`config.mk`:
```
export PLATFORM = sky130hd
export DESIGN_NAME = scalar_kalman_filter
export DESIGN_NICKNAME = d
export VERILOG_FILES = /design/src/skf_pkg.sv /design/src/scalar_kalman_filter.sv /design/src/skf_ctrl.sv /design/src/skf_datapath.sv
export SDC_FILE = /design/constraint.sdc
export NUM_CORES = 2
export LEC_CHECK = 0
export ABC_CLOCK_PERIOD_IN_PS = 30400
export CORE_ASPECT_RATIO = 1.5
export CORE_MARGIN = 1
export CORE_UTILIZATION = 58
export CTS_BUF_LIST = sky130_fd_sc_hd__clkbuf_8
export DETAILED_ROUTE_END_ITERATION = 16
export DONT_BUFFER_PORTS = 1
export PLACE_DENSITY = 0.72
export SLEW_MARGIN = 10
export SYNTH_ARGS = -nofsm -noshare
export SYNTH_HDL_FRONTEND = slang
export SYNTH_SLANG_ARGS = --single-unit
export TNS_END_PERCENT = 10
```
`constraint.sdc`:
```
create_clock -name clk -period 30.4 [get_ports clk]
set_clock_uncertainty 0.2 [all_clocks]
set_input_delay 6.08 -clock clk [delete_from_list [all_inputs] [get_ports clk]]
set_output_delay 6.08 -clock clk [all_outputs]
set_load 0.05 [all_outputs]
```
`src/skf_pkg.sv`:
```
`default_nettype none

package skf_pkg;

  // Datapath word: estimate, variance, noise registers and the transition factor.
  localparam int DATA_WIDTH = 32;
  localparam int FRAC_BITS  = 16;
  localparam int GAIN_BITS  = 16;
  localparam int GAIN_W     = GAIN_BITS + 1;
  localparam int PROD_W     = 2 * DATA_WIDTH;
  localparam int IN_W       = ((DATA_WIDTH + 7) / 8) * 8;
  localparam int OUT_W      = ((DATA_WIDTH + GAIN_W + 7) / 8) * 8;
  localparam int CFG_ADDR_W = 2;
  localparam int DIV_STEPS  = GAIN_BITS + 1;
  localparam int DIV_CNT_W  = $clog2(DIV_STEPS);

  localparam logic [DATA_WIDTH-1:0] ONE_Q    = DATA_WIDTH'(1) << FRAC_BITS;
  localparam logic [GAIN_W-1:0]     GAIN_ONE = GAIN_W'(1) << GAIN_BITS;
  localparam logic [DATA_WIDTH-1:0] SMAX_MAG = {1'b0, {(DATA_WIDTH-1){1'b1}}};
  localparam logic [DATA_WIDTH-1:0] SMIN_MAG = {1'b1, {(DATA_WIDTH-1){1'b0}}};

  typedef enum logic [CFG_ADDR_W-1:0] {
    CFG_PROCESS_NOISE   = 2'd0,
    CFG_MEASURE_NOISE   = 2'd1,
    CFG_TRANSITION_GAIN = 2'd2
  } cfg_idx_t;

  typedef enum logic [2:0] {
    MUL_NONE,
    MUL_XM,
    MUL_A2,
    MUL_PM,
    MUL_CORR,
    MUL_VAR
  } mul_op_t;

  typedef enum logic [2:0] {
    WB_NONE,
    WB_XM,
    WB_A2,
    WB_PM,
    WB_CORR,
    WB_EST,
    WB_VAR
  } wb_op_t;

  typedef struct packed {
    logic    load;
    mul_op_t mul_op;
    wb_op_t  wb_op;
    logic    div_init;
    logic    div_step;
    logic    div_shift;
    logic    out_load;
  } skf_cmd_t;

  typedef struct packed {
    logic out_busy;
  } skf_stat_t;

  function automatic logic [DATA_WIDTH-1:0] mag_f(input logic [DATA_WIDTH-1:0] v);
    return v[DATA_WIDTH-1] ? (DATA_WIDTH'(0) - v) : v;
  endfunction

endpackage

`default_nettype wire

```
`src/scalar_kalman_filter.sv`:
```
`default_nettype none

// One-dimensional Kalman filter in signed Q16.16. Each input beat carries one
// measurement; each output beat returns the corrected estimate (saturated) and
// the Q1.16 gain used for that step. Estimate and variance clear at reset, and
// the transition factor resets to 1.0. Configuration is to be written by the user
// through the cfg_ port only while no measurement is in flight; the block itself
// does not enforce this. No new measurement is taken until the current one is
// finished, and the result is held back until the previous result beat has been
// taken. Five products go through a single 32x32 multiplier, each followed by a
// scaling and saturation step, and the gain comes from a restoring divider that
// produces one quotient bit per cycle.
module scalar_kalman_filter (
  input  logic                           clk,
  input  logic                           rst_n,
  input  logic                           cfg_we,
  input  logic [skf_pkg::CFG_ADDR_W-1:0] cfg_addr,
  input  logic [skf_pkg::DATA_WIDTH-1:0] cfg_wdata,
  input  logic                           in_tvalid,
  output logic                           in_tready,
  input  logic [skf_pkg::IN_W-1:0]       in_tdata,   // [31:0] measurement
  output logic                           out_tvalid,
  input  logic                           out_tready,
  output logic [skf_pkg::OUT_W-1:0]      out_tdata   // [31:0] estimate_out, [48:32] gain_out
);
  import skf_pkg::*;

  skf_cmd_t  cmd;
  skf_stat_t stat;

  skf_ctrl u_ctrl (
    .clk       (clk),
    .rst_n     (rst_n),
    .in_tvalid (in_tvalid),
    .in_tready (in_tready),
    .stat      (stat),
    .cmd       (cmd)
  );

  skf_datapath u_dp (
    .clk        (clk),
    .rst_n      (rst_n),
    .cfg_we     (cfg_we),
    .cfg_addr   (cfg_addr),
    .cfg_wdata  (cfg_wdata),
    .in_tdata   (in_tdata),
    .cmd        (cmd),
    .stat       (stat),
    .out_tvalid (out_tvalid),
    .out_tready (out_tready),
    .out_tdata  (out_tdata)
  );

  a_busy_after_accept: assert property (@(posedge clk) disable iff (!rst_n)
    (in_tvalid && in_tready) |=> !in_tready)
    else $error("input accepted while a measurement is in flight");

  a_gain_range: assert property (@(posedge clk) disable iff (!rst_n)
    out_tvalid |-> (out_tdata[DATA_WIDTH+GAIN_W-1:DATA_WIDTH] <= GAIN_ONE))
    else $error("gain above 1.0");

  a_result_from_work: assert property (@(posedge clk) disable iff (!rst_n)
    $rose(out_tvalid) |-> !$past(in_tready))
    else $error("result beat without a measurement in flight");

endmodule

`default_nettype wire

```
`src/skf_ctrl.sv`:
```
`default_nettype none

module skf_ctrl (
  input  logic               clk,
  input  logic               rst_n,
  input  logic               in_tvalid,
  output logic               in_tready,
  input  skf_pkg::skf_stat_t stat,
  output skf_pkg::skf_cmd_t  cmd
);
  import skf_pkg::*;

  typedef enum logic [3:0] {
    S_IDLE,
    S_MXM,
    S_WXM,
    S_MA2,
    S_WA2,
    S_MPM,
    S_WPM,
    S_DINIT,
    S_DIV,
    S_MCORR,
    S_WCORR,
    S_EST,
    S_WVAR,
    S_DONE
  } state_t;

  state_t               state_r, state_nxt;
  logic [DIV_CNT_W-1:0] cnt_r, cnt_nxt;

  assign in_tready = (state_r == S_IDLE);

  always_comb begin
    state_nxt     = state_r;
    cnt_nxt       = cnt_r;
    cmd           = '0;
    cmd.mul_op    = MUL_NONE;
    cmd.wb_op     = WB_NONE;
    case (state_r)
      S_IDLE: begin
        cmd.load = in_tvalid;
        if (in_tvalid) state_nxt = S_MXM;
      end
      S_MXM: begin
        cmd.mul_op = MUL_XM;
        state_nxt  = S_WXM;
      end
      S_WXM: begin
        cmd.wb_op = WB_XM;
        state_nxt = S_MA2;
      end
      S_MA2: begin
        cmd.mul_op = MUL_A2;
        state_nxt  = S_WA2;
      end
      S_WA2: begin
        cmd.wb_op = WB_A2;
        state_nxt = S_MPM;
      end
      S_MPM: begin
        cmd.mul_op = MUL_PM;
        state_nxt  = S_WPM;
      end
      S_WPM: begin
        cmd.wb_op = WB_PM;
        state_nxt = S_DINIT;
      end
      S_DINIT: begin
        cmd.div_init = 1'b1;
        cnt_nxt      = '0;
        state_nxt    = S_DIV;
      end
      S_DIV: begin
        // The first step decides the integer bit of the gain without a shift.
        cmd.div_step  = 1'b1;
        cmd.div_shift = (cnt_r != '0);
        cnt_nxt       = cnt_r + 1'b1;
        if (cnt_r == DIV_CNT_W'(DIV_STEPS - 1)) state_nxt = S_MCORR;
      end
      S_MCORR: begin
        cmd.mul_op = MUL_CORR;
        state_nxt  = S_WCORR;
      end
      S_WCORR: begin
        cmd.wb_op = WB_CORR;
        state_nxt = S_EST;
      end
      S_EST: begin
        cmd.wb_op  = WB_EST;
        cmd.mul_op = MUL_VAR;
        state_nxt  = S_WVAR;
      end
      S_WVAR: begin
        cmd.wb_op = WB_VAR;
        state_nxt = S_DONE;
      end
      S_DONE: begin
        if (!stat.out_busy) begin
          cmd.out_load = 1'b1;
          state_nxt    = S_IDLE;
        end
      end
      default: begin
        state_nxt = S_IDLE;
      end
    endcase
  end

  always_ff @(posedge clk) begin
    if (!rst_n) begin
      state_r <= S_IDLE;
      cnt_r   <= '0;
    end else begin
      state_r <= state_nxt;
      cnt_r   <= cnt_nxt;
    end
  end

endmodule

`default_nettype wire

```
`src/skf_datapath.sv`:
```
`default_nettype none

module skf_datapath (
  input  logic                                clk,
  input  logic                                rst_n,
  input  logic                                cfg_we,
  input  logic [skf_pkg::CFG_ADDR_W-1:0]      cfg_addr,
  input  logic [skf_pkg::DATA_WIDTH-1:0]      cfg_wdata,
  input  logic [skf_pkg::IN_W-1:0]            in_tdata,
  input  skf_pkg::skf_cmd_t                   cmd,
  output skf_pkg::skf_stat_t                  stat,
  output logic                                out_tvalid,
  input  logic                                out_tready,
  output logic [skf_pkg::OUT_W-1:0]           out_tdata
);
  import skf_pkg::*;

  localparam int DW = DATA_WIDTH;

  logic [DW-1:0]     q_noise_r, r_noise_r, a_gain_r;
  logic [DW-1:0]     est_r, var_r;
  logic [DW-1:0]     z_r, xm_r, a2_r, pm_r, corr_r;
  logic [DW-1:0]     innov_mag_r;
  logic              innov_neg_r;
  logic [PROD_W-1:0] prod_r;
  logic              neg_r;
  logic [DW:0]       den_r;
  logic [DW+1:0]     rem_r;
  logic [GAIN_W-1:0] quo_r;
  logic              out_valid_r;
  logic [OUT_W-1:0]  out_data_r;

  logic [DW-1:0]     mul_a, mul_b;
  logic              mul_neg;
  logic [GAIN_W-1:0] gain;
  logic [PROD_W-1:0] sh;
  logic              ovf;
  logic [DW-1:0]     u_res, s_lim, s_mag, s_res;
  logic [DW:0]       pm_sum, est_sum, diff;
  logic [DW+1:0]     rem_s;

  assign gain = (den_r == '0) ? '0 : quo_r;

  always_comb begin
    mul_a   = '0;
    mul_b   = '0;
    mul_neg = 1'b0;
    case (cmd.mul_op)
      MUL_XM: begin
        mul_a   = mag_f(a_gain_r);
        mul_b   = mag_f(est_r);
        mul_neg = a_gain_r[DW-1] ^ est_r[DW-1];
      end
      MUL_A2: begin
        mul_a = mag_f(a_gain_r);
        mul_b = mag_f(a_gain_r);
      end
      MUL_PM: begin
        mul_a = a2_r;
        mul_b = var_r;
      end
      MUL_CORR: begin
        mul_a   = DW'(gain);
        mul_b   = innov_mag_r;
        mul_neg = innov_neg_r;
      end
      MUL_VAR: begin
        mul_a = pm_r;
        mul_b = DW'(GAIN_ONE - gain);
      end
      default: begin
        mul_a = '0;
      end
    endcase
  end

  // Scale the registered product, truncating its magnitude, then saturate.
  always_comb begin
    if (cmd.wb_op == WB_CORR || cmd.wb_op == WB_VAR) sh = prod_r >> GAIN_BITS;
    else                                             sh = prod_r >> FRAC_BITS;
    ovf   = |sh[PROD_W-1:DW];
    u_res = ovf ? '1 : sh[DW-1:0];
    s_lim = neg_r ? SMIN_MAG : SMAX_MAG;
    s_mag = (ovf || (sh[DW-1:0] > s_lim)) ? s_lim : sh[DW-1:0];
    s_res = neg_r ? (DW'(0) - s_mag) : s_mag;
  end

  assign pm_sum  = {1'b0, u_res} + {1'b0, q_noise_r};
  assign est_sum = {xm_r[DW-1], xm_r} + {corr_r[DW-1], corr_r};
  assign diff    = {z_r[DW-1], z_r} - {xm_r[DW-1], xm_r};
  assign rem_s   = cmd.div_shift ? {rem_r[DW:0], 1'b0} : rem_r;

  always_ff @(posedge clk) begin
    if (!rst_n) begin
      q_noise_r   <= '0;
      r_noise_r   <= '0;
      a_gain_r    <= ONE_Q;
      est_r       <= '0;
      var_r       <= '0;
      out_valid_r <= 1'b0;
    end else begin
      if (cfg_we) begin
        case (cfg_addr)
          CFG_PROCESS_NOISE:   q_noise_r <= cfg_wdata;
          CFG_MEASURE_NOISE:   r_noise_r <= cfg_wdata;
          CFG_TRANSITION_GAIN: a_gain_r  <= cfg_wdata;
          default: begin
          end
        endcase
      end
      if (cmd.wb_op == WB_EST) begin
        if (est_sum[DW] != est_sum[DW-1]) est_r <= est_sum[DW] ? SMIN_MAG : SMAX_MAG;
        else                              est_r <= est_sum[DW-1:0];
      end
      if (cmd.wb_op == WB_VAR) var_r <= u_res;
      if (cmd.out_load)     out_valid_r <= 1'b1;
      else if (out_tready)  out_valid_r <= 1'b0;
    end
  end

  always_ff @(posedge clk) begin
    if (cmd.load) z_r <= in_tdata[DW-1:0];
    if (cmd.mul_op != MUL_NONE) begin
      prod_r <= PROD_W'(mul_a) * PROD_W'(mul_b);
      neg_r  <= mul_neg;
    end
    case (cmd.wb_op)
      WB_XM:   xm_r   <= s_res;
      WB_A2:   a2_r   <= u_res;
      WB_PM:   pm_r   <= pm_sum[DW] ? '1 : pm_sum[DW-1:0];
      WB_CORR: corr_r <= s_res;
      default: begin
      end
    endcase
    if (cmd.div_init) begin
      den_r       <= {1'b0, pm_r} + {1'b0, r_noise_r};
      rem_r       <= {2'b00, pm_r};
      quo_r       <= '0;
      innov_neg_r <= diff[DW];
      innov_mag_r <= diff[DW] ? DW'(-diff) : diff[DW-1:0];
    end else if (cmd.div_step) begin
      if (rem_s >= {1'b0, den_r}) begin
        rem_r <= rem_s - {1'b0, den_r};
        quo_r <= {quo_r[GAIN_W-2:0], 1'b1};
      end else begin
        rem_r <= rem_s;
        quo_r <= {quo_r[GAIN_W-2:0], 1'b0};
      end
    end
    if (cmd.out_load) out_data_r <= OUT_W'({gain, est_r});
  end

  assign stat.out_busy = out_valid_r && !out_tready;
  assign out_tvalid    = out_valid_r;
  assign out_tdata     = out_data_r;

endmodule

`default_nettype wire

```
# Word-level counts from Yosys, hierarchy flattened
# Index checks and enable logic that the tools add are counted.
# op_classes
n_lt_le_gt_ge,2
n_eq_ne,31
reduce_logical,17
n_bitwise,1
add_sub_neg,11
muxes,32
mul,1
# ops
op,n
two-way mux 32 bit,11
one-hot mux 32 bit (5 select lines),1
one-hot mux 32 bit (4 select lines),1
adder 32 x 32 -> 33 bit,3
"subtractor 1 x 32 -> 32 bit, first input constant",3
two-way mux 34 bit,2
multiplier 32 x 32 -> 64 bit,1
one-hot mux 4 bit (14 select lines),1
>= comparator 34 x 33 -> 1 bit,1
subtractor 34 x 33 -> 34 bit,1
logical NOT 33 bit,1
subtractor 32 x 32 -> 33 bit,1
greater-than comparator 32 bit,1
negation 32 bit,1
"equality test 4 bit, second input constant",6
one-hot mux 3 bit (6 select lines),1
"subtractor 17 x 17 -> 18 bit, first input constant",1
two-way mux 17 bit,1
"equality test 4 x 3 -> 1 bit, second input constant",4
OR reduction 16 bit,1
"equality test 3 bit, second input constant",5
one-hot mux 3 bit (5 select lines),1
"equality test 3 x 2 -> 1 bit, second input constant",4
two-way mux 4 bit,3
other kinds (26),39
# totals
ff_bits,561

# Logic depth before layout (Yosys ltp)
# depth
depth_word,7
depth_mapped,43

# Cells and area by module
# A second synthesis with hierarchy kept.
# unflattened
cells_unflattened,7277
area_unflattened_um2,65639.2
# by_module_without_submodules
module,area_each_um2,cells_each,n_inst
skf_datapath,65002.3,7193,1
skf_ctrl,636.9,84,1

# Worst setup path after synthesis
# OpenSTA, ideal clock, no wires.
# synth_path
kind,register -> register
start,register u_dp.a_gain_r[10]
end,register u_dp.prod_r[59] (data pin)
period_less_slack_ps,10980
path_buffers,3
slack_ps,19420
path_stages_with_launch,41
t_arrival_ps,10520
path_cell_list,dfxtp_1 > or4_4 > or4_1 > or2_1 > or4_1 > or2_1 > or3_1 > o41ai_1 > xor2_1 > nor2_1 > a221o_1 > clkbuf_1 > clkbuf_1 > nand2_1 > fa_1 > inv_1 > fa_1 > inv_1 > [5 not listed] > fa_1 > inv_1 > fa_1 > inv_1 > ha_1 > clkbuf_1 > a21oi_1 > o21ai_0 > a21o_1 > a21oi_1 > nor3_1 > a211o_1 > a41oi_1 > o21bai_1 > a21oi_1 > o21ai_0 > a31oi_1 > xnor2_1
# synth_via
elab_chain_cells,4
# synth_rtl
item,line_no,text
"start, declared",skf_datapath.sv:20,"logic [DW-1:0] q_noise_r, r_noise_r, a_gain_r;"
"start signal, assigned",skf_datapath.sv:106,CFG_TRANSITION_GAIN: a_gain_r <= cfg_wdata;
subtractor 1 x 32 -> 32 bit,skf_pkg.sv:62,return v[DATA_WIDTH-1] ? (DATA_WIDTH'(0) - v) : v;
two-way mux 32 bit (*),skf_pkg.sv:62,
one-hot mux 32 bit (5 select lines) / one-hot mux 32 bit (4 select lines) (equally long branches),skf_datapath.sv:48,case (cmd.mul_op)
multiplier 32 x 32 -> 64 bit (*),skf_datapath.sv:124,prod_r <= PROD_W'(mul_a) * PROD_W'(mul_b);
"end signal, assigned",skf_datapath.sv:124,
"end, declared",skf_datapath.sv:25,logic [PROD_W-1:0] prod_r;
# Every way passes the cells marked *; elsewhere a longest branch is shown, timed or not.
# A chain may end at the register's enable or synchronous reset.

# Final worst setup path
# layout_path
start,register u_dp.den_r[5]
end,register u_dp.prod_r[59] (data pin)
# layout_via
elab_chain_cells,5
# layout_rtl
item,line_no,text
"start, declared",skf_datapath.sv:27,logic [DW:0] den_r;
"start signal, assigned",skf_datapath.sv:136,"den_r <= {1'b0, pm_r} + {1'b0, r_noise_r};"
logical NOT 33 bit (*),skf_datapath.sv:42,assign gain = (den_r == '0) ? '0 : quo_r;
two-way mux 17 bit (*),skf_datapath.sv:42,
subtractor 17 x 17 -> 18 bit,skf_datapath.sv:69,mul_b = DW'(GAIN_ONE - gain);
one-hot mux 32 bit (5 select lines),skf_datapath.sv:48,
multiplier 32 x 32 -> 64 bit (*),skf_datapath.sv:124,
# Marks and branches as above.

==> flow_summary.json <==
{
  "hpwl_mm": 173,
  "worst_slack_ns": 17.74,
  "min_path_type": "reg2reg",
  "vias": 54800,
  "tightest_slew_ns": 1.27,
  "clk_pin_slew_ns": 0.07,
  "synth_top_area_share_pct": 27.5,
  "cts_max_path_buffers": 3,
  "vias_per_cell": 6.24,
  "power_per_cell_area_mw_per_mm2": 26.1,
  "cp_slowest_stage_delay_ns": 1.04,
  "synthArstFlopShare_pct": 0,
  "fmaxAchievable_ghz": 0.0790,
  "slowest_stage": "o2111a_1",
  "dpl.cell_count": 8599,
  "layout-drive-gt1-share_pct": 5.19,
  "rows": 150,
  "post-route-period-util_pct": 41.6,
  "crit_fanout": 23,
  "hold_violations": 0,
  "syn_inst": 7383,
  "routedWlPerCell_um": 25.6,
  "max_slew_margin_pct": 15.1,
  "crit_buf_inv": 3,
  "ant_nets": 0,
  "arrival_ns": 12.98,
  "dr.pass1.iters": 9,
  "syn_area_mm2": 0.0656,
  "drt-total-wl_mm": 225,
  "fin_nets": 8675,
  "run_status": "completed",
  "synth_area_leader_cell": "fa_1",
  "multi_input_area_mm2": 0.0456,
  "leakage_nw": 32.1,
  "synth_edf_count": 356,
  "cts-hold-fix-buffers": 0,
  "synth.most_common_cell": "inv_1",
  "die_y_um": 414,
  "drv_slew": 0,
  "required_ns": 30.72,
  "cp-start-kind": "register",
  "clk_latency_ns": 0.84,
  "ios": 129,
  "avgSynthCellArea_um2": 8.89,
  "core_region_area_mm2": 0.112,
  "grt_usage_pct": 39.8,
  "cp-end-kind": "register",
  "path_class": "reg2reg",
  "crit_family": "adder cells",
  "die_w_um": 277,
  "synth.distinct_cells": 95,
  "max_cap_violations": 0,
  "r2r-start": "u_dp.den_r[5]",
  "r2r_slack_ns": 17.74,
  "ys_ff_latch": 545,
  "n_fill_cell": 9674,
  "drc": 0,
  "ys_seq_area_share_pct": 22.1,
  "seq_area_mm2": 0.0145,
  "drtIter0Drc": 5707,
  "dpl-instance-area_mm2": 0.0673,
  "finalSetupViolCount": 0,
  "setup_tns_ns": 0,
  "fin_cells": 8776,
  "cts_tree": "yes",
  "cts_num_sinks": 545,
  "dp_slack_ns": 18.07,
  "area_growth_pct": 5.47,
  "synth_flop_cell": "edfxtp_1",
  "ys_top_cells_by_count": "inv_1, nand2_1, fa_1",
  "cp.depth": 34,
  "r2r-end": "u_dp.prod_r[59]",
  "grt_pass1_wl_mm": 336,
  "reg2reg_depth": 34,
  "port_buffers": 0,
  "startpoint": "u_dp.den_r[5]",
  "grt_max_degree": 171,
  "dieArea_mm2": 0.115,
  "gp_congestion": 1.06,
  "antenna_found_initial": 15,
  "clockRootBuffer": "clkbuf_8",
  "yosys_warnings": 0,
  "ys_top_cells_by_area": "fa_1, edfxtp_1, ha_1",
  "cts_repair_resize_count": 0,
  "finalInstanceArea_mm2": 0.0692,
  "peakVddDrop_v": 0.0000479,
  "cts_buffers": 87,
  "htreeDepth": 3,
  "cpMostUsedCell": "fa_1",
  "crit_path_end": "u_dp.prod_r[59]",
  "rsz0062_at_grt": "false",
  "overflow": 0,
  "period_needed_ns": 12.66,
  "grt_pass1_vias": 55600,
  "postCtsSetupRepairBufs": 0,
  "start_util_pct": 58.7
}
## per-layer routing
layer  up-vias  wire length [µm]  track usage (%)
met2      3183            103000             64.6
met3      1047             23300             9.32
li1      23700                 -                -
met1     26900             75500             44.7
met5         -                51                0
met4         8             22700             33.6
## registers in the layout, indices dropped and copies added (netlist names), 33 cells and up
register and cells:
u_dp.out_tdata 49, u_dp.den_r 33, u_dp.prod_r 48, u_dp.rem_r 34
## layout make-up
cell class,count,share of cell area (%)
Multi-Input combinational cell,5315,65.9
Sequential cell,545,20.9
Inverter,1156,6.27
Tap cell,1444,2.61
Clock buffer,95,1.89
Timing Repair Buffer,139,1.51
Clock inverter,69,0.814
Antenna cell,13,0.0470
## cell usage in the layout (no fill, tap or decap), types with 105 or more instances in the layout
master       n
a21o_1     151
buf_4      139
xor2_1     113
inv_1     1180
nand2_1   1106
xnor2_1    165
o21ai_0    244
a21boi_0   105
edfxtp_1   356
dfxtp_1    188
ha_1       460
nor2_1     686
fa_1       900
a21oi_1    356
## power breakdown
part | internal [W] | switching (W) | total, W
registers | 0.000811 | 0.0000150 | 0.000826
clock network | 0.000356 | 0.000343 | 0.000699
logic | 0.0000983 | 0.000182 | 0.000280
## worst register-to-register path, delay by kind of cell (launching register included)
| kind | cells | cell delay (ns) |
|---|---|---|
| xor gates and xnor gates | 2 | 0.34 |
| DFF | 1 | 0.38 |
| buffers and inverters | 3 | 0.30 |
| adders and majority gates | 10 | 4.72 |
| AOI/OAI and AO/OA | 11 | 3.97 |
| and+or+nand+nor | 8 | 2.45 |
## through the flow
stage | power [W] | hold slack (ns) | util (%)
global route | 0.00186 | 0.291 | 61.9
CTS | 0.00180 | 0.269 | 61.8
finish | 0.00180 | 0.269 | 61.9
global placement | 0.00111 | 0.252 | 60.2
floorplan | 0.00103 | 0.243 | -
detailed placement | 0.00111 | 0.260 | 60.2
## how the worst min path moves through the flow
stage          cells past startpoint          startpoint                 end  slack (ns)
3_5_place_dp                       2  u_dp.r_noise_r[21]  u_dp.r_noise_r[21]        0.26
4_1_cts                            2  u_dp.r_noise_r[21]  u_dp.r_noise_r[21]        0.27
3_3_place_gp                       2      u_dp.rem_r[33]      u_dp.rem_r[33]        0.25
2_1_floorplan                      2      u_dp.rem_r[33]      u_dp.rem_r[33]        0.24
5_1_grt                            2  u_dp.r_noise_r[25]  u_dp.r_noise_r[25]        0.29
6_report                           2  u_dp.r_noise_r[15]  u_dp.r_noise_r[15]        0.27
## cells by family (layout without fill, tap and decap cells)
logic type / Yosys count / after routing / synth area share [%]
mux: 41 / 41 / 0.631
buf+inv: 1529 / 1459 / 8.82
other cells: 1 / 20 / 0.00571
simple gates: 2330 / 2330 / 15.3
fa+ha+maj: 1368 / 1368 / 36.4
compound gates: 1290 / 1290 / 13.1
xor+xnor: 279 / 279 / 3.72
flops: 545 / 545 / 22.1
Note: power is estimated with default switching activity, not from simulation.
